**src/design/joint_motion_command_framer_assert.svh**
```systemverilog
// ----------------------------------------------------------------------------
// Joint motion command framer assertion macros
// Shared concurrent assertion forms, sampled on clk and disabled in reset.
// ----------------------------------------------------------------------------
`ifndef JOINT_MOTION_COMMAND_FRAMER_ASSERT_SVH
`define JOINT_MOTION_COMMAND_FRAMER_ASSERT_SVH

// The condition holds at every clock edge out of reset.
`define JMCF_ASSERT_ALWAYS(label, cond, msg) \
    label: assert property (@(posedge clk) disable iff (!rst_n) (cond)) else $error(msg);

// The consequent holds in the same cycle as the antecedent.
`define JMCF_ASSERT_IMPLIES(label, ante, cons, msg) \
    label: assert property (@(posedge clk) disable iff (!rst_n) (ante) |-> (cons)) \
        else $error(msg);

`endif

```
**src/design/jmcf_pkg.sv**
```systemverilog
// ----------------------------------------------------------------------------
// Joint motion command framer package
// Shared types, register map, frame codes and the frame byte layout.
// ----------------------------------------------------------------------------
package jmcf_pkg;

    localparam int FRAME_BYTES = 16;
    localparam int IDX_W       = $clog2(FRAME_BYTES);
    localparam int QUEUE_DEPTH = 4;
    localparam int ADDR_W      = 5;

    localparam logic [7:0] HDR_BYTE   = 8'hAD;
    localparam logic [7:0] END_BYTE   = 8'hCC;
    localparam logic [7:0] OP_SET_VEL = 8'h9E;
    localparam logic [7:0] OP_SET_POS = 8'hA0;
    localparam logic [7:0] OP_MOVE    = 8'h96;
    localparam logic [7:0] OP_STOP    = 8'h97;
    localparam logic [7:0] DATA_LEN   = 8'h04;
    localparam logic [7:0] NO_LEN     = 8'h00;

    localparam logic signed [31:0] MIN_STEP = 32'sd66;

    localparam logic [IDX_W-1:0] BYTE_HDR  = IDX_W'(0);
    localparam logic [IDX_W-1:0] BYTE_ADDR = IDX_W'(1);
    localparam logic [IDX_W-1:0] BYTE_OP   = IDX_W'(2);
    localparam logic [IDX_W-1:0] BYTE_LEN  = IDX_W'(3);
    localparam logic [IDX_W-1:0] BYTE_D0   = IDX_W'(4);
    localparam logic [IDX_W-1:0] BYTE_D1   = IDX_W'(5);
    localparam logic [IDX_W-1:0] BYTE_D2   = IDX_W'(6);
    localparam logic [IDX_W-1:0] BYTE_D3   = IDX_W'(7);
    localparam logic [IDX_W-1:0] BYTE_END  = IDX_W'(FRAME_BYTES - 1);

    localparam logic        RST_MOVE_MODE   = 1'b0;
    localparam logic [7:0]  RST_MOTOR_ADDR  = 8'd1;
    localparam logic [15:0] RST_GAIN_Q8     = 16'd256;
    localparam logic [30:0] RST_STOP_BAND   = 31'd655;
    localparam logic [30:0] RST_SPEED_LIMIT = 31'd65536;
    localparam logic [31:0] RST_LOWER_LIMIT = 32'h8000_0000;
    localparam logic [31:0] RST_UPPER_LIMIT = 32'h7FFF_FFFF;
    localparam logic [31:0] RST_PULSES      = 32'd10430379;

    typedef enum logic [2:0] {
        REG_MOVE_MODE   = 3'd0,
        REG_MOTOR_ADDR  = 3'd1,
        REG_GAIN_Q8     = 3'd2,
        REG_STOP_BAND   = 3'd3,
        REG_SPEED_LIMIT = 3'd4,
        REG_LOWER_LIMIT = 3'd5,
        REG_UPPER_LIMIT = 3'd6,
        REG_PULSES      = 3'd7
    } reg_idx_t;

    typedef struct packed {
        logic               move_mode;
        logic [7:0]         motor_addr;
        logic [15:0]        gain_q8;
        logic [30:0]        stop_band;
        logic [30:0]        speed_limit;
        logic signed [31:0] lower_limit;
        logic signed [31:0] upper_limit;
        logic [31:0]        pulses_per_radian;
    } cfg_t;

    typedef struct packed {
        logic [7:0]  op;
        logic [31:0] data;
        logic        last;
    } frame_t;

    function automatic logic [7:0] frame_byte_at(logic [IDX_W-1:0] idx, logic [7:0] dev,
                                                 frame_t f);
        logic [7:0] len;
        logic [7:0] b;
        len = ((f.op == OP_SET_VEL) || (f.op == OP_SET_POS)) ? DATA_LEN : NO_LEN;
        case (idx)
            BYTE_HDR:  b = HDR_BYTE;
            BYTE_ADDR: b = dev;
            BYTE_OP:   b = f.op;
            BYTE_LEN:  b = len;
            BYTE_D0:   b = f.data[7:0];
            BYTE_D1:   b = f.data[15:8];
            BYTE_D2:   b = f.data[23:16];
            BYTE_D3:   b = f.data[31:24];
            BYTE_END:  b = END_BYTE;
            default:   b = 8'h00;
        endcase
        return b;
    endfunction

endpackage

```
**src/design/jmcf_queue.sv**
```systemverilog
// ----------------------------------------------------------------------------
// Joint motion command framer frame queue
// Short first-in first-out queue of frame descriptors between the two ends.
// ----------------------------------------------------------------------------
`include "joint_motion_command_framer_assert.svh"

module jmcf_queue #(
    parameter int DEPTH = jmcf_pkg::QUEUE_DEPTH
) (
    input  logic             clk,
    input  logic             rst_n,
    input  logic             push,
    input  jmcf_pkg::frame_t push_frame,
    input  logic             pop,
    output jmcf_pkg::frame_t head,
    output logic             full,
    output logic             empty
);
    import jmcf_pkg::*;

    localparam int PTR_W = $clog2(DEPTH);
    localparam int CNT_W = $clog2(DEPTH + 1);

    frame_t             entry_reg [DEPTH];
    logic [PTR_W-1:0]   wr_ptr_reg, wr_ptr_next;
    logic [PTR_W-1:0]   rd_ptr_reg, rd_ptr_next;
    logic [CNT_W-1:0]   count_reg, count_next;
    logic               do_push, do_pop;

    assign full    = (count_reg == CNT_W'(DEPTH));
    assign empty   = (count_reg == '0);
    assign head    = entry_reg[rd_ptr_reg];
    assign do_push = push && !full;
    assign do_pop  = pop && !empty;

    always_comb
    begin
        wr_ptr_next = wr_ptr_reg;
        rd_ptr_next = rd_ptr_reg;
        count_next  = count_reg;
        if (do_push)
        begin
            wr_ptr_next = (wr_ptr_reg == PTR_W'(DEPTH - 1)) ? '0 : wr_ptr_reg + 1'b1;
        end
        if (do_pop)
        begin
            rd_ptr_next = (rd_ptr_reg == PTR_W'(DEPTH - 1)) ? '0 : rd_ptr_reg + 1'b1;
        end
        if (do_push && !do_pop)
        begin
            count_next = count_reg + 1'b1;
        end
        else if (do_pop && !do_push)
        begin
            count_next = count_reg - 1'b1;
        end
    end

    always_ff @(posedge clk or negedge rst_n)
    begin
        if (!rst_n)
        begin
            wr_ptr_reg <= '0;
            rd_ptr_reg <= '0;
            count_reg  <= '0;
        end
        else
        begin
            wr_ptr_reg <= wr_ptr_next;
            rd_ptr_reg <= rd_ptr_next;
            count_reg  <= count_next;
        end
    end

    always_ff @(posedge clk)
    begin
        if (do_push)
        begin
            entry_reg[wr_ptr_reg] <= push_frame;
        end
    end

    `JMCF_ASSERT_ALWAYS(a_count_bound, count_reg <= CNT_W'(DEPTH), "queue count above depth")
    `JMCF_ASSERT_IMPLIES(a_no_overflow, push, !full, "push into a full frame queue")

endmodule

```
**config.mk**
```make
export PLATFORM = sky130hd
export DESIGN_NAME = jmcf_queue
export DESIGN_NICKNAME = d
export VERILOG_FILES = /design/src/design/jmcf_pkg.sv /design/src/design/jmcf_queue.sv
export VERILOG_INCLUDE_DIRS = /design/src /design/src/design
export SDC_FILE = /design/constraint.sdc
export NUM_CORES = 1
export LEC_CHECK = 0
export BUFFER_PORTS_ARGS = -buffer_cell sky130_fd_sc_hd__buf_2
export CAP_MARGIN = 40
export CELL_PAD_IN_SITES_DETAIL_PLACEMENT = 0
export CELL_PAD_IN_SITES_GLOBAL_PLACEMENT = 1
export CORE_MARGIN = 5
export CORE_UTILIZATION = 40
export DETAILED_ROUTE_END_ITERATION = 8
export PLACE_DENSITY_LB_ADDON = 0.25
export SLEW_MARGIN = 20
export SYNTH_ARGS = -nofsm -noshare
export SYNTH_HDL_FRONTEND = slang
export SYNTH_SLANG_ARGS = --single-unit
```
**constraint.sdc**
```tcl
create_clock -name clk -period 3.5 [get_ports clk]
set_clock_uncertainty 0.05 [all_clocks]
set_input_delay 0.525 -clock clk [delete_from_list [all_inputs] [get_ports clk]]
set_output_delay 0.525 -clock clk [all_outputs]
set_load 0.005 [all_outputs]
```
==> results.py <==
metrics = {
    "pwr": {
        "peakVddDrop_mv": 0.4007,
        "p_per_area_mw_per_mm2": 831.2,
        "p_leak_nw": 2.635,
    },
    "route": {
        "drc": 0,
        "routed_wirelength_um": 11600,
        "drt-initial-drc-count": 162,
        "viasPerCell": 4.918,
        "vias": 2867,
        "firstDrtPassIters": 4,
        "postRouteAntennaNets": 0,
        "wl_per_cell_um": 19.90,
    },
    "setup_path": {
        "r2r-end": "count_reg[2]$_DFFE_PN0P_",
        "rr_worst_depth": 8,
        "crit_chain": "buf_12, mux4_2, buf_2",
        "r2r_setup_slack_ns": 1.14,
        "cp.required_ns": 2.92,
        "r2r_start": "count_reg[2]$_DFFE_PN0P_",
        "start_kind": "flip-flop",
        "worstSetupEndpoint": "head[9]",
        "critPathLaunch": "rd_ptr_reg[0]$_DFFE_PN0P_",
        "cp.arrival_ns": 2.10,
        "critical_path.slowest_cell": "dfrtp_4",
        "cp_max_fo": 26,
        "critPathMaxStageDelay_ns": 0.69,
        "worstSetupEndpointType": "output pin",
        "path_class": "reg2out",
    },
    "synth": {
        "syn_nets": 304,
        "seq_area_frac_synth_pct": 80.30,
        "syn_avg_cell_area_sq_um": 25.20,
        "synth_top_area_cell": "edfxtp_1",
        "synth_seq_cells": 171,
        "yosys_warnings": 0,
        "synth_cells": 252,
        "ys_top_cells_by_area": "edfxtp_1 (78%), mux4_2 (15%), dfrtp_1 (2.8%)",
        "synth_top_area_share_pct": 77.54,
        "syn_area_sq_mm": 0.006351,
        "netlist-cell-type-count": 20,
    },
    "cells_and_area": {
        "area_growth_syn_to_layout_pct": 20.47,
        "largest_register_ffs": 164,
        "final_cells": 583,
        "ff_latch_area_sq_mm": 0.005105,
        "layout.nets": 406,
        "antennaDiodeCount": 0,
        "post-route-cell-area_sq_mm": 0.007651,
        "drive_above_1_share_pct": 48.50,
        "multi_input_area_sq_mm": 0.001184,
        "fillers": 1297,
    },
    "status": {
        "run_status": "finished clean",
    },
    "timing": {
        "fmax_ghz": 0.3734,
        "finalSetupViolCount": 0,
        "timing.final.ws_setup_ns": 0.8218,
        "fin_crit_ns": 2.678,
        "drv_slew": 0,
        "tns_ns": 0,
        "hold_viol_final": 0,
        "rsz0062_at_grt": "false",
        "hold_ws_ns": 0.2702,
        "finalCritPeriodShare_pct": 76.52,
        "relSlewSlack_pct": 56.46,
        "worst_pin_slew_ns": 0.6532,
    },
    "clocking": {
        "root_buffer": "clkbuf_16",
        "clk-insertion-delay-late_ns": 0.41,
        "cts_num_sinks": 171,
        "cts_setup_buffers": 0,
        "postCtsHoldBufs": 1,
        "cts-resized-gates": 0,
        "numCtsBuffers": 17,
        "cts_max_path_buffers": 2,
        "htreeDepth": 4,
        "cts_tree": "yes",
        "clk_pin_slew_ns": 0.07,
    },
    "placement": {
        "place_ws_ns": 1.134,
        "hpwl_um": 6841,
        "place_congestion": 0.6676,
        "dp_cells": 550,
        "dpl_cell_area_sq_mm": 0.007076,
        "port_buffers": 87,
    },
    "floorplanning": {
        "ios": 88,
        "die_h_um": 136.0,
        "die_w_um": 136.0,
        "initial_core_util_pct": 40.42,
        "core_sq_mm": 0.01571,
        "dieArea_sq_mm": 0.01850,
        "rows": 46,
    },
    "global_route": {
        "grt_max_degree": 44,
        "grt_overflow_total": 0,
        "antenna_found_initial": 1,
        "track_usage_pct": 13.55,
        "grt_pass1_vias": 3173,
        "grt_first_pass_wirelength_um": 18090,
    },
    "run": {
        "cap_violations": 0,
    },
    "hold_path": {
        "min_path_type": "in2reg",
    },
}
[layout make-up]
type	instances	area share [%]
Clock buffer	17	5.560
Clock inverter	15	1.832
Inverter	3	0.1472
Multi-Input combinational cell	67	15.47
Sequential cell	171	66.72
Tap cell	216	3.532
Timing Repair Buffer	94	6.738
[synthesized netlist by cell type (all sizes together)]
master,n
mux2,4
dfrtp,7
xnor2,1
mux4,41
nor3b,1
xor2,2
edfxtp,164
fa,1
ha,6
o31ai,1
nor3,2
and2,4
clkbuf,3
nor2b,1
buf,8
nor2,2
a21o,1
inv,3
[worst max-delay path: cells and delay by family (launching register included)]
kind,cells,cell delay (ns)
multiplexers,1,0.54
flip-flops,1,0.69
buffers and inverters,2,0.45
[cell usage in the layout (no fill, tap or decap), types with 2 or more instances in the layout]
cell        instances
edfxtp_1          164
mux2_4              2
buf_12              2
clkinvlp_4          3
nor3_1              2
ha_1                6
inv_1               3
clkbuf_16          17
buf_4               4
mux2_2              2
clkinv_4            2
dfrtp_1             5
and2_2              4
inv_6               5
xor2_1              2
mux4_2             41
clkinv_2            3
buf_2              87
nor2_1              2
[stage by stage]
stage / power (mW) / util, %
6_report: 6.360 / 48.69
5_1_grt: 6.728 / 48.69
4_1_cts: 6.500 / 48.69
3_5_place_dp: 4.700 / 45.03
3_3_place_gp: 4.666 / 45.03
2_1_floorplan: 3.974 / -
[metal layers]
| layer | share of wire (%) | global-route usage, % | wire length, um |
|---|---|---|---|
| met1 | 44 | 17.79 | 5076 |
| met4 | 1.7 | 5.207 | 195 |
| met3 | 5.6 | 4.515 | 650 |
| met5 | 0.13 | 0 | 15 |
| met2 | 49 | 21.08 | 5662 |
[how the worst min path moves through the flow]
stage / to / start / depth (start not counted) / slack, ns
5_1_grt: entry_reg[0][0]$_DFFE_PP_ / push_frame[0] / 1 / 0.26
4_1_cts: entry_reg[0][0]$_DFFE_PP_ / push_frame[0] / 1 / 0.25
3_5_place_dp: count_reg[2]$_DFFE_PN0P_ / rst_n / 1 / 0.33
2_1_floorplan: count_reg[0]$_DFFE_PN0P_ / rst_n / 0 / 0.18
3_3_place_gp: wr_ptr_reg[1]$_DFFE_PN0P_ / rst_n / 1 / 0.33
6_report: entry_reg[1][17]$_DFFE_PP_ / push_frame[17] / 1 / 0.27
[cells by family after synthesis]
family | after synthesis | share of synthesized area (%)
AO/OA/AOI/OAI | 2 | 0.3152
multiplexers | 45 | 15.37
AND/OR/NAND/NOR | 10 | 0.9653
buffers and inverters | 14 | 1.143
XOR/XNOR | 3 | 0.4138
flip-flops | 171 | 80.30
adder cells (fa/ha/maj) | 7 | 1.497
[power by group]
part	leakage, nW	switching [mW]	internal [mW]	total (mW)
clock network	0.273	0.792	0.992	1.78
registers	1.58	0.178	2.71	2.89
logic	0.780	0.818	0.865	1.68
(Power assumes the default switching activity.)
