## src/design/joint_motion_command_framer_assert.svh

```systemverilog
// ----------------------------------------------------------------------------
// Joint motion command framer assertion macros
// Shared concurrent assertion forms, sampled on clk and disabled in reset.
// ----------------------------------------------------------------------------
`ifndef JOINT_MOTION_COMMAND_FRAMER_ASSERT_SVH
`define JOINT_MOTION_COMMAND_FRAMER_ASSERT_SVH

// The condition holds at every clock edge out of reset.
`define JMCF_ASSERT_ALWAYS(label, cond, msg) \
    label: assert property (@(posedge clk) disable iff (!rst_n) (cond)) else $error(msg);

// The consequent holds in the same cycle as the antecedent.
`define JMCF_ASSERT_IMPLIES(label, ante, cons, msg) \
    label: assert property (@(posedge clk) disable iff (!rst_n) (ante) |-> (cons)) \
        else $error(msg);

`endif

```

## src/design/jmcf_pkg.sv

```systemverilog
// ----------------------------------------------------------------------------
// Joint motion command framer package
// Shared types, register map, frame codes and the frame byte layout.
// ----------------------------------------------------------------------------
package jmcf_pkg;

    localparam int FRAME_BYTES = 16;
    localparam int IDX_W       = $clog2(FRAME_BYTES);
    localparam int QUEUE_DEPTH = 4;
    localparam int ADDR_W      = 5;

    localparam logic [7:0] HDR_BYTE   = 8'hAD;
    localparam logic [7:0] END_BYTE   = 8'hCC;
    localparam logic [7:0] OP_SET_VEL = 8'h9E;
    localparam logic [7:0] OP_SET_POS = 8'hA0;
    localparam logic [7:0] OP_MOVE    = 8'h96;
    localparam logic [7:0] OP_STOP    = 8'h97;
    localparam logic [7:0] DATA_LEN   = 8'h04;
    localparam logic [7:0] NO_LEN     = 8'h00;

    localparam logic signed [31:0] MIN_STEP = 32'sd66;

    localparam logic [IDX_W-1:0] BYTE_HDR  = IDX_W'(0);
    localparam logic [IDX_W-1:0] BYTE_ADDR = IDX_W'(1);
    localparam logic [IDX_W-1:0] BYTE_OP   = IDX_W'(2);
    localparam logic [IDX_W-1:0] BYTE_LEN  = IDX_W'(3);
    localparam logic [IDX_W-1:0] BYTE_D0   = IDX_W'(4);
    localparam logic [IDX_W-1:0] BYTE_D1   = IDX_W'(5);
    localparam logic [IDX_W-1:0] BYTE_D2   = IDX_W'(6);
    localparam logic [IDX_W-1:0] BYTE_D3   = IDX_W'(7);
    localparam logic [IDX_W-1:0] BYTE_END  = IDX_W'(FRAME_BYTES - 1);

    localparam logic        RST_MOVE_MODE   = 1'b0;
    localparam logic [7:0]  RST_MOTOR_ADDR  = 8'd1;
    localparam logic [15:0] RST_GAIN_Q8     = 16'd256;
    localparam logic [30:0] RST_STOP_BAND   = 31'd655;
    localparam logic [30:0] RST_SPEED_LIMIT = 31'd65536;
    localparam logic [31:0] RST_LOWER_LIMIT = 32'h8000_0000;
    localparam logic [31:0] RST_UPPER_LIMIT = 32'h7FFF_FFFF;
    localparam logic [31:0] RST_PULSES      = 32'd10430379;

    typedef enum logic [2:0] {
        REG_MOVE_MODE   = 3'd0,
        REG_MOTOR_ADDR  = 3'd1,
        REG_GAIN_Q8     = 3'd2,
        REG_STOP_BAND   = 3'd3,
        REG_SPEED_LIMIT = 3'd4,
        REG_LOWER_LIMIT = 3'd5,
        REG_UPPER_LIMIT = 3'd6,
        REG_PULSES      = 3'd7
    } reg_idx_t;

    typedef struct packed {
        logic               move_mode;
        logic [7:0]         motor_addr;
        logic [15:0]        gain_q8;
        logic [30:0]        stop_band;
        logic [30:0]        speed_limit;
        logic signed [31:0] lower_limit;
        logic signed [31:0] upper_limit;
        logic [31:0]        pulses_per_radian;
    } cfg_t;

    typedef struct packed {
        logic [7:0]  op;
        logic [31:0] data;
        logic        last;
    } frame_t;

    function automatic logic [7:0] frame_byte_at(logic [IDX_W-1:0] idx, logic [7:0] dev,
                                                 frame_t f);
        logic [7:0] len;
        logic [7:0] b;
        len = ((f.op == OP_SET_VEL) || (f.op == OP_SET_POS)) ? DATA_LEN : NO_LEN;
        case (idx)
            BYTE_HDR:  b = HDR_BYTE;
            BYTE_ADDR: b = dev;
            BYTE_OP:   b = f.op;
            BYTE_LEN:  b = len;
            BYTE_D0:   b = f.data[7:0];
            BYTE_D1:   b = f.data[15:8];
            BYTE_D2:   b = f.data[23:16];
            BYTE_D3:   b = f.data[31:24];
            BYTE_END:  b = END_BYTE;
            default:   b = 8'h00;
        endcase
        return b;
    endfunction

endpackage

```

## src/design/jmcf_if.sv

```systemverilog


interface jmcf_frame_if;
    logic       valid;
    logic       ready;
    logic [7:0] frame_byte;
    logic       frame_end;
    logic       last;

    modport source (
        output valid, frame_byte, frame_end, last,
        input  ready
    );
    modport sink (
        input  valid, frame_byte, frame_end, last,
        output ready
    );
endinterface

```

## src/design/jmcf_back.sv

```systemverilog
// ----------------------------------------------------------------------------
// Joint motion command framer back end
// Serializes queued frames into bytes behind a registered output stage.
// ----------------------------------------------------------------------------
`include "joint_motion_command_framer_assert.svh"

module jmcf_back (
    input  logic             clk,
    input  logic             rst_n,
    input  logic [7:0]       motor_addr,
    input  jmcf_pkg::frame_t head,
    input  logic             q_empty,
    output logic             pop,
    jmcf_frame_if.source     frame
);
    import jmcf_pkg::*;

    logic [IDX_W-1:0] idx_reg, idx_next;
    logic             out_valid_reg, out_valid_next;
    logic [7:0]       byte_reg;
    logic             end_reg;
    logic             last_reg;
    logic             load;
    logic             take;
    logic             at_end;

    assign load   = !out_valid_reg || frame.ready;
    assign take   = load && !q_empty;
    assign at_end = (idx_reg == BYTE_END);
    assign pop    = take && at_end;

    always_comb
    begin
        idx_next       = idx_reg;
        out_valid_next = out_valid_reg;
        if (load)
        begin
            out_valid_next = !q_empty;
        end
        if (take)
        begin
            idx_next = at_end ? '0 : idx_reg + 1'b1;
        end
    end

    always_ff @(posedge clk or negedge rst_n)
    begin
        if (!rst_n)
        begin
            idx_reg       <= '0;
            out_valid_reg <= 1'b0;
        end
        else
        begin
            idx_reg       <= idx_next;
            out_valid_reg <= out_valid_next;
        end
    end

    always_ff @(posedge clk)
    begin
        if (take)
        begin
            byte_reg <= frame_byte_at(idx_reg, motor_addr, head);
            end_reg  <= at_end;
            last_reg <= at_end && head.last;
        end
    end

    assign frame.valid      = out_valid_reg;
    assign frame.frame_byte = byte_reg;
    assign frame.frame_end  = end_reg;
    assign frame.last       = last_reg;

    `JMCF_ASSERT_IMPLIES(a_frame_held, idx_reg != '0, !q_empty, "frame left queue mid-send")
    `JMCF_ASSERT_IMPLIES(a_last_ends, frame.valid && frame.last, frame.frame_end, "last off frame end")
    `JMCF_ASSERT_IMPLIES(a_end_byte, frame.valid && frame.frame_end, frame.frame_byte == END_BYTE, "bad footer byte")

endmodule

```

## src/flat_wrapper.sv

```systemverilog
// flat-port wrapper written by rule: the top's interface ports become plain ports
module jmcf_back_flat import jmcf_pkg::*;
  (clk, rst_n, motor_addr, head, q_empty, pop, frame_valid, frame_frame_byte, frame_frame_end, frame_last, frame_ready);
  jmcf_frame_if frame_i ();
  input  logic clk;
  input  logic rst_n;
  input  logic [7:0] motor_addr;
  input  jmcf_pkg::frame_t head;
  input  logic q_empty;
  output logic pop;
  output wire logic [$bits(frame_i.valid)-1:0] frame_valid;
  output wire logic [$bits(frame_i.frame_byte)-1:0] frame_frame_byte;
  output wire logic [$bits(frame_i.frame_end)-1:0] frame_frame_end;
  output wire logic [$bits(frame_i.last)-1:0] frame_last;
  input wire logic [$bits(frame_i.ready)-1:0] frame_ready;
  assign frame_valid = frame_i.valid;
  assign frame_frame_byte = frame_i.frame_byte;
  assign frame_frame_end = frame_i.frame_end;
  assign frame_last = frame_i.last;
  assign frame_i.ready = frame_ready;
  jmcf_back u_core (.clk(clk), .rst_n(rst_n), .motor_addr(motor_addr), .head(head), .q_empty(q_empty), .pop(pop), .frame(frame_i));
endmodule
```

## config.mk

```make
export PLATFORM = sky130hd
export DESIGN_NAME = jmcf_back_flat
export DESIGN_NICKNAME = d
export VERILOG_FILES = /design/src/design/jmcf_pkg.sv /design/src/design/jmcf_if.sv /design/src/design/jmcf_back.sv /design/src/flat_wrapper.sv
export VERILOG_INCLUDE_DIRS = /design/src /design/src/design
export SDC_FILE = /design/constraint.sdc
export NUM_CORES = 1
export LEC_CHECK = 0
export BUFFER_PORTS_ARGS = -buffer_cell sky130_fd_sc_hd__buf_2
export CAP_MARGIN = 20
export CORE_MARGIN = 2
export CORE_UTILIZATION = 40
export CTS_BUF_LIST = sky130_fd_sc_hd__clkbuf_8 sky130_fd_sc_hd__clkbuf_16
export CTS_CLUSTER_SIZE = 12
export DETAILED_ROUTE_END_ITERATION = 7
export PLACE_DENSITY = 0.83
export SYNTH_ARGS = -nofsm -noshare
export SYNTH_HDL_FRONTEND = slang
export SYNTH_SLANG_ARGS = --single-unit
```

## constraint.sdc

```tcl
create_clock -name clk -period 1.93 [get_ports clk]
set_input_delay 0.193 -clock clk [delete_from_list [all_inputs] [get_ports clk]]
set_output_delay 0.193 -clock clk [all_outputs]
set_load 0.05 [all_outputs]
```

==> results.ini <==
[routing]
drtPass1Iterations = 4
viasPerCell = 5.95
post-route-drc-count = 0
drt-total-wl_um = 3220
dr.first_iter.drc_count = 56
antenna_left = 0
wl_per_cell_um = 16.3
via_count = 1179

[final_layout]
largest_reg_flops = 8
fill_cells = 222
fin_nets = 226
syn_to_final_growth_pct = 37.3
design_area_um2 = 1480
drive_gt1_share_pct = 48.2
diodes = 0

[place]
place.gp.congestion = 0.905
io_buffers = 64
dpl.hpwl_um = 2590
dpl_cell_area_um2 = 1420

[clock_tree]
path_clk_slew_ns = 0.07
post_cts_buffers = 0
cts.sinks = 15
htree_levels = 1
cts_tree = done
cts_root_buf = clkbuf_8
clkLatencyLatePin_ns = 0.25
numCtsBuffers = 3
cts_max_path_buffers = 2

[sta]
skew_ns = 0.00805
setup_viol = 0
worstMarginPinSlew_ns = 0.469
rsz0062_at_grt = no
fin_tns_setup_ns = 0
fmax_ghz = 0.558
relSlewSlack_pct = 68.7
drv_slew = 0
fin_crit_sh_pct = 92.9
period_needed_ns = 1.79
hold_violations = 0

[floorplan]
io_pins = 65
initial_core_util_pct = 42.8
die_h_um = 56.0
die_x_um = 56.0
core_um2 = 2520
dieArea_um2 = 3130
num_rows = 18

[setup_path]
worstPathCellList = inv_1 > ha_1 > a22o_1 > a222oi_1 > o211ai_1
path_class = register to register
cp-end-kind = register
slowest_delay_ns = 0.41
cp.arrival_ns = 1.78
cp_max_fo = 8
cp.required_ns = 1.91
cp_slowest_cell = dfrtp_1
r2r_cells = 5
crit_path_start_kind = register

[synth]
postSynth.asyncResetShare_pct = 33.3
synth_cell_types = 47
ys_warn_count = 0
synthesis.nets = 159
yosysSeqAreaShare_pct = 39.4
synth_ff_type = edfxtp_1
synth_area_um2 = 1080
synthCells = 102
synth-seq-cells = 15
synth_enable_flop_cells = 10
syn_avg_cell_area_um2 = 10.6

[worst_hold_path]
min_path_type = primary input to register
whs_path_depth = 2

[job]
cap_violations = 0

[grt]
grt_pass1_wl_um = 5300
grt_util_met3_pct = 5.12
grt_max_degree = 18
grt-ovfl-total = 0
grt_pass1_vias = 1149
antenna_found_initial = 0
top_usage_layer = met2
use_met1_pct = 27.0
grt_use_met2_pct = 37.6
grtUsageTotal_pct = 21.6

[status]
outcome = finished clean

[power_and_ir_drop]
vdd_drop_max_mv = 0.962
power_density_nw_per_um2 = 1310
power_leakage_nw = 0.695

## cell usage in the layout (no fill, tap or decap), types with 2 or more instances in the layout
master,n
a21o_1,3
mux2_1,2
nand3_1,4
edfxtp_1,10
dfrtp_1,4
buf_2,64
a22o_1,3
mux2i_1,4
a311oi_1,2
o221ai_1,2
o211ai_1,3
a22oi_1,7
a21oi_1,2
ha_1,3
nand3b_1,2
nand2b_1,3
buf_4,5
a32oi_1,2
nand2_1,5
nor2_1,4
clkbuf_8,3
a221o_1,2
inv_1,2
## area by class of cell
type / instances / area (um2) / area share, %
well taps: 30 / 37.5 / 2.53
multi-input cells: 76 / 593 / 40.0
clock inverters: 1 / 5.00 / 0.338
repair buffers: 70 / 368 / 24.8
clock buffers: 3 / 41.3 / 2.78
inverters: 3 / 11.3 / 0.759
flip-flops and latches: 15 / 427 / 28.8
## cells in the mapped netlist (2+ instances only)
master	count	area, um2
nand2b_1	3	18.8
a311oi_1	2	17.5
a32oi_1	2	17.5
dfrtp_1	5	125
edfxtp_1	10	300
buf_6	3	33.8
ha_1	4	50.1
a22o_1	3	26.3
o221ai_1	2	17.5
a21o_1	3	22.5
mux2_1	2	22.5
a221o_1	2	20.0
nand3b_1	2	15.0
a21oi_1	2	10.0
o211ai_1	3	22.5
mux2i_1	4	40.0
clkbuf_1	3	11.3
inv_1	2	7.51
nand2_1	5	18.8
a22oi_1	7	52.6
nor2_1	4	15.0
nand3_1	4	20.0
## final timing paths
path / startpoint / to / slack, ns
worst max-delay path: u_core.idx_reg[1]$_DFFE_PN0P_ / u_core.frame.frame_byte[2]$_DFFE_PP_ / 0.14
worst min-delay path: q_empty / u_core.frame.valid$_DFFE_PN0N_ / 0.21
worst max register to register: u_core.idx_reg[1]$_DFFE_PN0P_ / u_core.frame.frame_byte[2]$_DFFE_PP_ / 0.14
worst min register to register: u_core.idx_reg[1]$_DFFE_PN0P_ / u_core.idx_reg[1]$_DFFE_PN0P_ / 0.61
max in group asynchronous: rst_n / u_core.idx_reg[3]$_DFFE_PN0P_ / 1.50
min in group asynchronous: rst_n / u_core.idx_reg[1]$_DFFE_PN0P_ / 0.28
## cells by family (layout without fill, tap and decap cells)
family,after synthesis,in the layout,synth area share (%)
adders and majority gates,4,4,4.64
AOI/OAI and AO/OA,33,33,24.3
and+or+nand+nor,31,31,17.6
buffers and inverters,11,77,6.37
DFF,15,15,39.4
muxes,7,7,6.84
xor gates and xnor gates,1,1,0.811
## through the flow
step | hold WS, ns | util (%) | cells | worst slack (ns) | power (mW)
after floorplan | -0.103 | - | 102 | 0.0219 | 1.43
after global placement | 0.0110 | 56.4 | 193 | 0.294 | 1.62
after detailed placement | 0.0137 | 56.4 | 193 | 0.172 | 1.68
after CTS | 0.197 | 58.6 | 198 | 0.0623 | 1.94
after global routing | 0.221 | 58.8 | 198 | 0.0366 | 2.06
final | 0.207 | 58.8 | 198 | 0.137 | 1.94
## report_power, final
group | internal (mW) | total, mW | switching, mW
clock | 0.143 | 0.252 | 0.109
sequential | 0.481 | 0.587 | 0.106
combinational | 0.442 | 1.11 | 0.663
## critical path, delay by kind of cell, from the launching register on
kind	cells	cell delay [ns]
compound gates	3	0.74
fa+ha+maj	1	0.29
buf+inv	1	0.09
flops	1	0.41
## metal layers
layer  part of all wire, %  up-vias
met1                    41      564
met4                   1.5        0
li1                      -      539
met3                   9.1       11
met2                    49       65
met5                     0        -
## timing repair
action	in CTS	in global routing
hold endpoints to repair	5	0
endpoints found under the setup margin	0	1
hold buffers	1	0
gates resized for setup	0	2
Power figures use the tool's default switching activity.
