[config.mk]
export PLATFORM = sky130hd
export DESIGN_NAME = jmcf_front_flat
export DESIGN_NICKNAME = d
export VERILOG_FILES = /design/src/design/joint_motion_command_framer_assert.svh /design/src/design/jmcf_pkg.sv /design/src/design/jmcf_if.sv /design/src/design/jmcf_front.sv /design/src/flat_wrapper.sv
export SDC_FILE = /design/constraint.sdc
export NUM_CORES = 2
export LEC_CHECK = 0
export CAP_MARGIN = 20
export CORE_ASPECT_RATIO = 1.2
export CORE_MARGIN = 2
export CORE_UTILIZATION = 65
export CTS_BUF_LIST = sky130_fd_sc_hd__clkbuf_4
export CTS_CLUSTER_SIZE = 14
export DETAILED_ROUTE_END_ITERATION = 12
export DONT_BUFFER_PORTS = 1
export PLACE_DENSITY = 0.92
export SLEW_MARGIN = 20
export SYNTH_ARGS = -nofsm -noshare
export SYNTH_HDL_FRONTEND = slang
export SYNTH_SLANG_ARGS = --single-unit
[constraint.sdc]
create_clock -name clk -period 23.3 [get_ports clk]
set_clock_uncertainty 0.05 [all_clocks]
set_input_delay 1.165 -clock clk [delete_from_list [all_inputs] [get_ports clk]]
set_output_delay 1.165 -clock clk [all_outputs]
set_load 0.03 [all_outputs]
[src/design/joint_motion_command_framer_assert.svh]
// ----------------------------------------------------------------------------
// Joint motion command framer assertion macros
// Shared concurrent assertion forms, sampled on clk and disabled in reset.
// ----------------------------------------------------------------------------
`ifndef JOINT_MOTION_COMMAND_FRAMER_ASSERT_SVH
`define JOINT_MOTION_COMMAND_FRAMER_ASSERT_SVH

// The condition holds at every clock edge out of reset.
`define JMCF_ASSERT_ALWAYS(label, cond, msg) \
    label: assert property (@(posedge clk) disable iff (!rst_n) (cond)) else $error(msg);

// The consequent holds in the same cycle as the antecedent.
`define JMCF_ASSERT_IMPLIES(label, ante, cons, msg) \
    label: assert property (@(posedge clk) disable iff (!rst_n) (ante) |-> (cons)) \
        else $error(msg);

`endif

[src/design/jmcf_pkg.sv]
// ----------------------------------------------------------------------------
// Joint motion command framer package
// Shared types, register map, frame codes and the frame byte layout.
// ----------------------------------------------------------------------------
package jmcf_pkg;

    localparam int FRAME_BYTES = 16;
    localparam int IDX_W       = $clog2(FRAME_BYTES);
    localparam int QUEUE_DEPTH = 4;
    localparam int ADDR_W      = 5;

    localparam logic [7:0] HDR_BYTE   = 8'hAD;
    localparam logic [7:0] END_BYTE   = 8'hCC;
    localparam logic [7:0] OP_SET_VEL = 8'h9E;
    localparam logic [7:0] OP_SET_POS = 8'hA0;
    localparam logic [7:0] OP_MOVE    = 8'h96;
    localparam logic [7:0] OP_STOP    = 8'h97;
    localparam logic [7:0] DATA_LEN   = 8'h04;
    localparam logic [7:0] NO_LEN     = 8'h00;

    localparam logic signed [31:0] MIN_STEP = 32'sd66;

    localparam logic [IDX_W-1:0] BYTE_HDR  = IDX_W'(0);
    localparam logic [IDX_W-1:0] BYTE_ADDR = IDX_W'(1);
    localparam logic [IDX_W-1:0] BYTE_OP   = IDX_W'(2);
    localparam logic [IDX_W-1:0] BYTE_LEN  = IDX_W'(3);
    localparam logic [IDX_W-1:0] BYTE_D0   = IDX_W'(4);
    localparam logic [IDX_W-1:0] BYTE_D1   = IDX_W'(5);
    localparam logic [IDX_W-1:0] BYTE_D2   = IDX_W'(6);
    localparam logic [IDX_W-1:0] BYTE_D3   = IDX_W'(7);
    localparam logic [IDX_W-1:0] BYTE_END  = IDX_W'(FRAME_BYTES - 1);

    localparam logic        RST_MOVE_MODE   = 1'b0;
    localparam logic [7:0]  RST_MOTOR_ADDR  = 8'd1;
    localparam logic [15:0] RST_GAIN_Q8     = 16'd256;
    localparam logic [30:0] RST_STOP_BAND   = 31'd655;
    localparam logic [30:0] RST_SPEED_LIMIT = 31'd65536;
    localparam logic [31:0] RST_LOWER_LIMIT = 32'h8000_0000;
    localparam logic [31:0] RST_UPPER_LIMIT = 32'h7FFF_FFFF;
    localparam logic [31:0] RST_PULSES      = 32'd10430379;

    typedef enum logic [2:0] {
        REG_MOVE_MODE   = 3'd0,
        REG_MOTOR_ADDR  = 3'd1,
        REG_GAIN_Q8     = 3'd2,
        REG_STOP_BAND   = 3'd3,
        REG_SPEED_LIMIT = 3'd4,
        REG_LOWER_LIMIT = 3'd5,
        REG_UPPER_LIMIT = 3'd6,
        REG_PULSES      = 3'd7
    } reg_idx_t;

    typedef struct packed {
        logic               move_mode;
        logic [7:0]         motor_addr;
        logic [15:0]        gain_q8;
        logic [30:0]        stop_band;
        logic [30:0]        speed_limit;
        logic signed [31:0] lower_limit;
        logic signed [31:0] upper_limit;
        logic [31:0]        pulses_per_radian;
    } cfg_t;

    typedef struct packed {
        logic [7:0]  op;
        logic [31:0] data;
        logic        last;
    } frame_t;

    function automatic logic [7:0] frame_byte_at(logic [IDX_W-1:0] idx, logic [7:0] dev,
                                                 frame_t f);
        logic [7:0] len;
        logic [7:0] b;
        len = ((f.op == OP_SET_VEL) || (f.op == OP_SET_POS)) ? DATA_LEN : NO_LEN;
        case (idx)
            BYTE_HDR:  b = HDR_BYTE;
            BYTE_ADDR: b = dev;
            BYTE_OP:   b = f.op;
            BYTE_LEN:  b = len;
            BYTE_D0:   b = f.data[7:0];
            BYTE_D1:   b = f.data[15:8];
            BYTE_D2:   b = f.data[23:16];
            BYTE_D3:   b = f.data[31:24];
            BYTE_END:  b = END_BYTE;
            default:   b = 8'h00;
        endcase
        return b;
    endfunction

endpackage

[src/design/jmcf_if.sv]
// ----------------------------------------------------------------------------
// Joint motion command framer channels
// Command input channel and frame byte output channel, valid/ready handshake.
// ----------------------------------------------------------------------------
interface jmcf_cmd_if;
    logic               valid;
    logic               ready;
    logic               action;
    logic signed [31:0] goal_pos;
    logic               pos_given;
    logic signed [31:0] goal_vel;
    logic               vel_given;
    logic signed [31:0] measured_pos;

    modport source (
        output valid, action, goal_pos, pos_given, goal_vel, vel_given, measured_pos,
        input  ready
    );
    modport sink (
        input  valid, action, goal_pos, pos_given, goal_vel, vel_given, measured_pos,
        output ready
    );
endinterface


[src/design/jmcf_front.sv]
// ----------------------------------------------------------------------------
// Joint motion command framer front end
// Accepts commands, keeps the stored target and computes the frames to send.
// ----------------------------------------------------------------------------
module jmcf_front (
    input  logic             clk,
    input  logic             rst_n,
    jmcf_cmd_if.sink         cmd,
    input  jmcf_pkg::cfg_t   cfg,
    input  logic             q_full,
    output logic             q_push,
    output jmcf_pkg::frame_t q_frame
);
    import jmcf_pkg::*;

    typedef enum logic [6:0] {
        S_IDLE   = 7'b0000001,
        S_JCHK   = 7'b0000010,
        S_JVEL   = 7'b0000100,
        S_PCLAMP = 7'b0001000,
        S_PMUL   = 7'b0010000,
        S_PRND   = 7'b0100000,
        S_MOVE   = 7'b1000000
    } state_t;

    state_t             state_reg, state_next;
    logic signed [31:0] stored_target_reg, stored_target_next;
    logic               stored_valid_reg, stored_valid_next;

    logic signed [31:0] tp_reg, tp_next;
    logic signed [31:0] tv_reg, tv_next;
    logic               vel_given_reg, vel_given_next;
    logic signed [32:0] e_reg, e_next;
    logic signed [49:0] eg_reg, eg_next;
    logic [31:0]        mul_mag_reg, mul_mag_next;
    logic               mul_neg_reg, mul_neg_next;
    logic               conv_pos_reg, conv_pos_next;
    logic signed [31:0] pos_reg, pos_next;
    logic [63:0]        prod_reg, prod_next;

    logic               accept;
    logic signed [32:0] d_st, d_abs, e_in, e_abs;
    logic signed [31:0] tv_eff;
    logic signed [50:0] v_sum, v_lim, v_clamp, v_mag;
    logic [39:0]        r_sum;
    logic signed [31:0] lim_s, v_sel, v_lo, p_lo, p_hi;
    logic signed [32:0] pos_neg;
    logic [64:0]        q_sum;
    logic [32:0]        q_raw, q_neg;
    logic [31:0]        pulses, pulse_data;

    assign cmd.ready = (state_reg == S_IDLE);
    assign accept    = cmd.valid && cmd.ready;

    always_comb
    begin
        d_st    = 33'(cmd.goal_pos) - 33'(stored_target_reg);
        d_abs   = (d_st < 0) ? -d_st : d_st;
        e_in    = 33'(cmd.goal_pos) - 33'(cmd.measured_pos);
        e_abs   = (e_reg < 0) ? -e_reg : e_reg;

        tv_eff  = vel_given_reg ? tv_reg : 32'sd0;
        v_sum   = (51'(tv_eff) <<< 8) + 51'(eg_reg);
        v_lim   = $signed({12'b0, cfg.speed_limit, 8'b0});
        if (v_sum > v_lim)
        begin
            v_clamp = v_lim;
        end
        else if (v_sum < -v_lim)
        begin
            v_clamp = -v_lim;
        end
        else
        begin
            v_clamp = v_sum;
        end
        v_mag   = (v_clamp < 0) ? -v_clamp : v_clamp;
        r_sum   = v_mag[39:0] + 40'd128;

        lim_s   = $signed({1'b0, cfg.speed_limit});
        v_sel   = (vel_given_reg && (tv_reg > 0)) ? tv_reg : lim_s;
        v_lo    = (v_sel < MIN_STEP) ? MIN_STEP : v_sel;
        p_lo    = (tp_reg < cfg.lower_limit) ? cfg.lower_limit : tp_reg;
        p_hi    = (p_lo > cfg.upper_limit) ? cfg.upper_limit : p_lo;

        pos_neg = -33'(pos_reg);

        q_sum   = {1'b0, prod_reg} + 65'h0_8000_0000;
        q_raw   = q_sum[64:32];
        q_neg   = (q_raw > 33'h0_8000_0000) ? 33'h0_8000_0000 : q_raw;
        if (mul_neg_reg)
        begin
            pulses = 32'd0 - q_neg[31:0];
        end
        else
        begin
            pulses = (q_raw > 33'h0_7FFF_FFFF) ? 32'h7FFF_FFFF : q_raw[31:0];
        end
        pulse_data = (cfg.move_mode && !conv_pos_reg && (pulses == 32'd0)) ? 32'd1 : pulses;
    end

    always_comb
    begin
        state_next         = state_reg;
        stored_target_next = stored_target_reg;
        stored_valid_next  = stored_valid_reg;
        tp_next            = tp_reg;
        tv_next            = tv_reg;
        vel_given_next     = vel_given_reg;
        e_next             = e_reg;
        eg_next            = eg_reg;
        mul_mag_next       = mul_mag_reg;
        mul_neg_next       = mul_neg_reg;
        conv_pos_next      = conv_pos_reg;
        pos_next           = pos_reg;
        prod_next          = prod_reg;
        q_push             = 1'b0;
        q_frame            = '{op: OP_MOVE, data: 32'd0, last: 1'b0};

        case (state_reg)
            S_IDLE:
            begin
                if (accept)
                begin
                    tp_next        = cmd.goal_pos;
                    tv_next        = cmd.goal_vel;
                    vel_given_next = cmd.vel_given;
                    e_next         = e_in;
                    if (cmd.action)
                    begin
                        stored_target_next = cmd.measured_pos;
                        stored_valid_next  = 1'b1;
                    end
                    else if (cmd.pos_given)
                    begin
                        if (!cfg.move_mode)
                        begin
                            if (!(stored_valid_reg && (cmd.goal_pos == stored_target_reg)))
                            begin
                                state_next = S_JCHK;
                            end
                        end
                        else if (!(stored_valid_reg && (d_abs < 33'sd66)))
                        begin
                            stored_target_next = cmd.goal_pos;
                            stored_valid_next  = 1'b1;
                            state_next         = S_PCLAMP;
                        end
                    end
                end
            end
            S_JCHK:
            begin
                if (e_abs < $signed({2'b0, cfg.stop_band}))
                begin
                    if (!q_full)
                    begin
                        q_push             = 1'b1;
                        q_frame            = '{op: OP_STOP, data: 32'd0, last: 1'b1};
                        stored_target_next = tp_reg;
                        stored_valid_next  = 1'b1;
                        state_next         = S_IDLE;
                    end
                end
                else
                begin
                    eg_next    = 50'(e_reg) * 50'($signed({1'b0, cfg.gain_q8}));
                    state_next = S_JVEL;
                end
            end
            S_JVEL:
            begin
                mul_mag_next  = r_sum[39:8];
                mul_neg_next  = (v_clamp < 0);
                conv_pos_next = 1'b0;
                state_next    = S_PMUL;
            end
            S_PCLAMP:
            begin
                mul_mag_next  = (v_lo > lim_s) ? lim_s : v_lo;
                mul_neg_next  = 1'b0;
                conv_pos_next = 1'b0;
                pos_next      = p_hi;
                state_next    = S_PMUL;
            end
            S_PMUL:
            begin
                prod_next  = 64'(mul_mag_reg) * 64'(cfg.pulses_per_radian);
                state_next = S_PRND;
            end
            S_PRND:
            begin
                if (!q_full)
                begin
                    q_push  = 1'b1;
                    q_frame = '{op: (conv_pos_reg ? OP_SET_POS : OP_SET_VEL),
                                data: pulse_data, last: 1'b0};
                    if (cfg.move_mode && !conv_pos_reg)
                    begin
                        mul_neg_next  = (pos_reg < 0);
                        mul_mag_next  = (pos_reg < 0) ? pos_neg[31:0] : pos_reg;
                        conv_pos_next = 1'b1;
                        state_next    = S_PMUL;
                    end
                    else
                    begin
                        state_next = S_MOVE;
                    end
                end
            end
            S_MOVE:
            begin
                if (!q_full)
                begin
                    q_push     = 1'b1;
                    q_frame    = '{op: OP_MOVE, data: 32'd0, last: 1'b1};
                    state_next = S_IDLE;
                end
            end
            default:
            begin
                state_next = S_IDLE;
            end
        endcase
    end

    always_ff @(posedge clk or negedge rst_n)
    begin
        if (!rst_n)
        begin
            state_reg         <= S_IDLE;
            stored_target_reg <= '0;
            stored_valid_reg  <= 1'b0;
        end
        else
        begin
            state_reg         <= state_next;
            stored_target_reg <= stored_target_next;
            stored_valid_reg  <= stored_valid_next;
        end
    end

    always_ff @(posedge clk)
    begin
        tp_reg        <= tp_next;
        tv_reg        <= tv_next;
        vel_given_reg <= vel_given_next;
        e_reg         <= e_next;
        eg_reg        <= eg_next;
        mul_mag_reg   <= mul_mag_next;
        mul_neg_reg   <= mul_neg_next;
        conv_pos_reg  <= conv_pos_next;
        pos_reg       <= pos_next;
        prod_reg      <= prod_next;
    end

endmodule

[src/flat_wrapper.sv]
// flat-port wrapper written by rule: the top's interface ports become plain ports
module jmcf_front_flat import jmcf_pkg::*;
  (clk, rst_n, cfg, q_full, q_push, q_frame, cmd_valid, cmd_action, cmd_goal_pos, cmd_pos_given, cmd_goal_vel, cmd_vel_given, cmd_measured_pos, cmd_ready);
  jmcf_cmd_if cmd_i ();
  input  logic clk;
  input  logic rst_n;
  input  jmcf_pkg::cfg_t cfg;
  input  logic q_full;
  output logic q_push;
  output jmcf_pkg::frame_t q_frame;
  input wire logic [$bits(cmd_i.valid)-1:0] cmd_valid;
  input wire logic [$bits(cmd_i.action)-1:0] cmd_action;
  input wire logic [$bits(cmd_i.goal_pos)-1:0] cmd_goal_pos;
  input wire logic [$bits(cmd_i.pos_given)-1:0] cmd_pos_given;
  input wire logic [$bits(cmd_i.goal_vel)-1:0] cmd_goal_vel;
  input wire logic [$bits(cmd_i.vel_given)-1:0] cmd_vel_given;
  input wire logic [$bits(cmd_i.measured_pos)-1:0] cmd_measured_pos;
  output wire logic [$bits(cmd_i.ready)-1:0] cmd_ready;
  assign cmd_i.valid = cmd_valid;
  assign cmd_i.action = cmd_action;
  assign cmd_i.goal_pos = cmd_goal_pos;
  assign cmd_i.pos_given = cmd_pos_given;
  assign cmd_i.goal_vel = cmd_goal_vel;
  assign cmd_i.vel_given = cmd_vel_given;
  assign cmd_i.measured_pos = cmd_measured_pos;
  assign cmd_ready = cmd_i.ready;
  jmcf_front u_core (.clk(clk), .rst_n(rst_n), .cmd(cmd_i), .cfg(cfg), .q_full(q_full), .q_push(q_push), .q_frame(q_frame));
endmodule
==> results.sh <==
export IMPL_largest_reg_flops=50
export IMPL_cts_buffers=80
export IMPL_holdPathStages=0
export IMPL_synth_adder_area_share_pct=46.10
export IMPL_syn_avg_cell_area_um2=8.653
export IMPL_dp_cells=10470
export IMPL_synth_warnings=0
export IMPL_crit_type="reg2reg"
export IMPL_gp_congestion=1.007
export IMPL_synthSimpleGateAreaFrac_pct=17.48
export IMPL_slew_headroom_pct=25.71
export IMPL_grt_pass1_wl_um=396300
export IMPL_final_setup_tns_ns=0
export IMPL_synth_xor_area_share_pct=3.324
export IMPL_reg2reg_depth=33
export IMPL_ctsResizeCount=0
export IMPL_status="finished, final reports clean"
export IMPL_num_vias=67760
export IMPL_hold_path_class="in2reg"
export IMPL_cp_start_kind="register"
export IMPL_wirelength_um=254700
export IMPL_htree_levels=3
export IMPL_synth_largest_area_cell="fa_1"
export IMPL_r2r_end="u_core.mul_mag_reg[31]"
export IMPL_drv_slew=0
export IMPL_io_buffers=0
export IMPL_drt_iter0_markers=6759
export IMPL_firstDrtPassIters=10
export IMPL_rr_startpoint="u_core.vel_given_reg"
export IMPL_start_util_pct=65.55
export IMPL_area_growth_syn_to_layout_pct=2.873
export IMPL_ys_seq_area_share_pct=10.58
export IMPL_final_cell_mix="inv_1, nand2_1, fa_1"
export IMPL_post_cts_buffers=0
export IMPL_synth_mux_area_share_pct=2.456
export IMPL_synth_compound_gate_area_share_pct=9.439
export IMPL_r2r_slack_ns=11.91
export IMPL_cts_tree="done"
export IMPL_clock_path_buffers=3
export IMPL_hold_path_end="u_core.tv_reg[28]"
export IMPL_antenna_found_initial=25
export IMPL_ant_nets=0
export IMPL_worst_pin_slew_ns=1.103
export IMPL_grt_max_degree=64
export IMPL_synth_area_leaders="fa_1, ha_1, edfxtp_1, inv_1, nand2_1"
export IMPL_mostFrequentLayoutCell="inv_1"
export IMPL_vias_per_cell=6.368
export IMPL_fin_crit_ns=11.39
export IMPL_rsz0062_at_grt="no"
export IMPL_synth_edff_count=247
export IMPL_crit_slowest_cell="o31ai_1"
export IMPL_stdcell_count=10640
export IMPL_min_from="cmd_goal_vel[28]"
export IMPL_synthArstFlopShare_pct=13.94
export IMPL_hpwl_um=193500
export IMPL_endpoint_kind="register"
export IMPL_crit_fanout=43
export IMPL_cap_viol_max_count=0
export IMPL_ctsHoldBuffers=2
export IMPL_synth_top_family_by_area="adder cells"
export IMPL_grt_usage_pct=41.42
export IMPL_crit_required_ns=23.89
export IMPL_setup_viol=0
export IMPL_clock_sinks=287
export IMPL_layout_drive_gt1_share_pct=4.082
export IMPL_yosysTopAreaCellShare_pct=35.24
export IMPL_synth_seq_cells=287
export IMPL_crit_arrival_ns=11.99
export IMPL_fmax_ghz=0.08776
export IMPL_die_h_um=387.3
export IMPL_cpPeakStageDelay_ns=0.95
export IMPL_hold_viol_final=0
export IMPL_synthCells=9197
export IMPL_final_net_count=11300
export IMPL_synth_distinct_cells=106
export IMPL_drt_wirelength_per_cell_um=23.94
export IMPL_coreArea_um2=121400
export IMPL_dieArea_um2=125300
export IMPL_synth_top_flop_cell="edfxtp_1"
export IMPL_drcViolationCount=0
export IMPL_period_share_pct=48.90
export IMPL_rows=140
export IMPL_netlist_area_um2=79580
export IMPL_grt_overflow_total=0
export IMPL_clk_pin_slew_ns=0.07
export IMPL_clk_latency_ns=1.03
export IMPL_cts_root_buf="clkbuf_4"
export IMPL_ioPinCount=329
export IMPL_grt_pass1_vias=73260
export IMPL_die_w_um=323.4
layout make-up:
class / count / area, um^2
timing repair buffer: 82 / 661.9
fill: 8928 / 39530
tap: 1633 / 2043
clock buffer: 117 / 878.3
antenna: 17 / 42.54
sequential: 287 / 8419
inverter: 1801 / 6760
multi-input combinational: 6673 / 62830
clock inverter: 30 / 230.2
cells in the mapped netlist (all sizes together) (20+ instances only):
| cell | count |
|---|---|
| inv | 1799 |
| o41ai | 25 |
| o31ai | 43 |
| o21a | 43 |
| o211ai | 41 |
| a21oi | 303 |
| mux2 | 71 |
| nor4 | 47 |
| o21ai | 253 |
| nand4 | 74 |
| dfrtp | 39 |
| a211oi | 32 |
| nand3 | 116 |
| o21bai | 20 |
| a21o | 106 |
| xor2 | 76 |
| mux2i | 115 |
| nor2 | 349 |
| buf | 27 |
| and3 | 45 |
| o221ai | 28 |
| or3 | 41 |
| nand2b | 60 |
| xnor2 | 226 |
| nand2 | 1439 |
| a31oi | 41 |
| nor2b | 52 |
| nor3 | 127 |
| fa | 1401 |
| ha | 689 |
| clkbuf | 410 |
| or2 | 27 |
| edfxtp | 247 |
| and2 | 504 |
layer usage:
layer,GRT usage (%),up-vias,routed length (um)
met3,15.44,1808,33590
li1,-,28590,-
met2,64.83,4787,115100
met1,44.10,32550,78320
met4,34.99,23,27400
met5,0.7407,-,352
logic make-up (layout without fill, tap and decap cells):
family / Yosys count / count (layout)
AND/OR/NAND/NOR: 2950 / 2950
buffers and inverters: 2238 / 2030
adder cells (fa/ha/maj): 2092 / 2092
AO/OA/AOI/OAI: 1140 / 1140
XOR/XNOR: 302 / 302
flip-flops: 287 / 287
multiplexers: 186 / 186
other: 2 / 20
per-stage QoR:
stage | cell area, um^2 | utilization [%] | hold WS (ns) | setup WS [ns]
floorplan | 79580 | - | 0.4349 | 14.07
detailed placement | 80640 | 66.43 | 0.4588 | 12.30
global route | 81830 | 67.41 | 0.1366 | 11.23
finish | 81860 | 67.44 | 0.1886 | 11.91
CTS | 81780 | 67.37 | 0.1052 | 12.17
global placement | 80630 | 66.42 | 0.4509 | 12.40
worst max-delay path: cells and delay by family (launching register included):
family	cells	cell delay (ns)
XOR/XNOR	3	0.69
adder cells (fa/ha/maj)	3	0.65
flip-flops	1	0.82
buffers and inverters	2	0.35
multiplexers	1	0.29
AO/OA/AOI/OAI	11	4.28
AND/OR/NAND/NOR	13	3.91
how the worst max path moves through the flow:
stage,from,end,depth (start not counted)
6_report,u_core.vel_given_reg,u_core.mul_mag_reg[31],33
5_1_grt,u_core.vel_given_reg,u_core.mul_mag_reg[31],33
4_1_cts,u_core.vel_given_reg,u_core.mul_mag_reg[31],34
3_5_place_dp,u_core.vel_given_reg,u_core.mul_mag_reg[31],34
3_3_place_gp,u_core.vel_given_reg,u_core.mul_mag_reg[31],34
2_1_floorplan,cfg[2],u_core.prod_reg[63],35
Power is left out: the tool's default activity adds up to more than one toggle a clock period on the data nets, which glitch-free logic cannot reach.
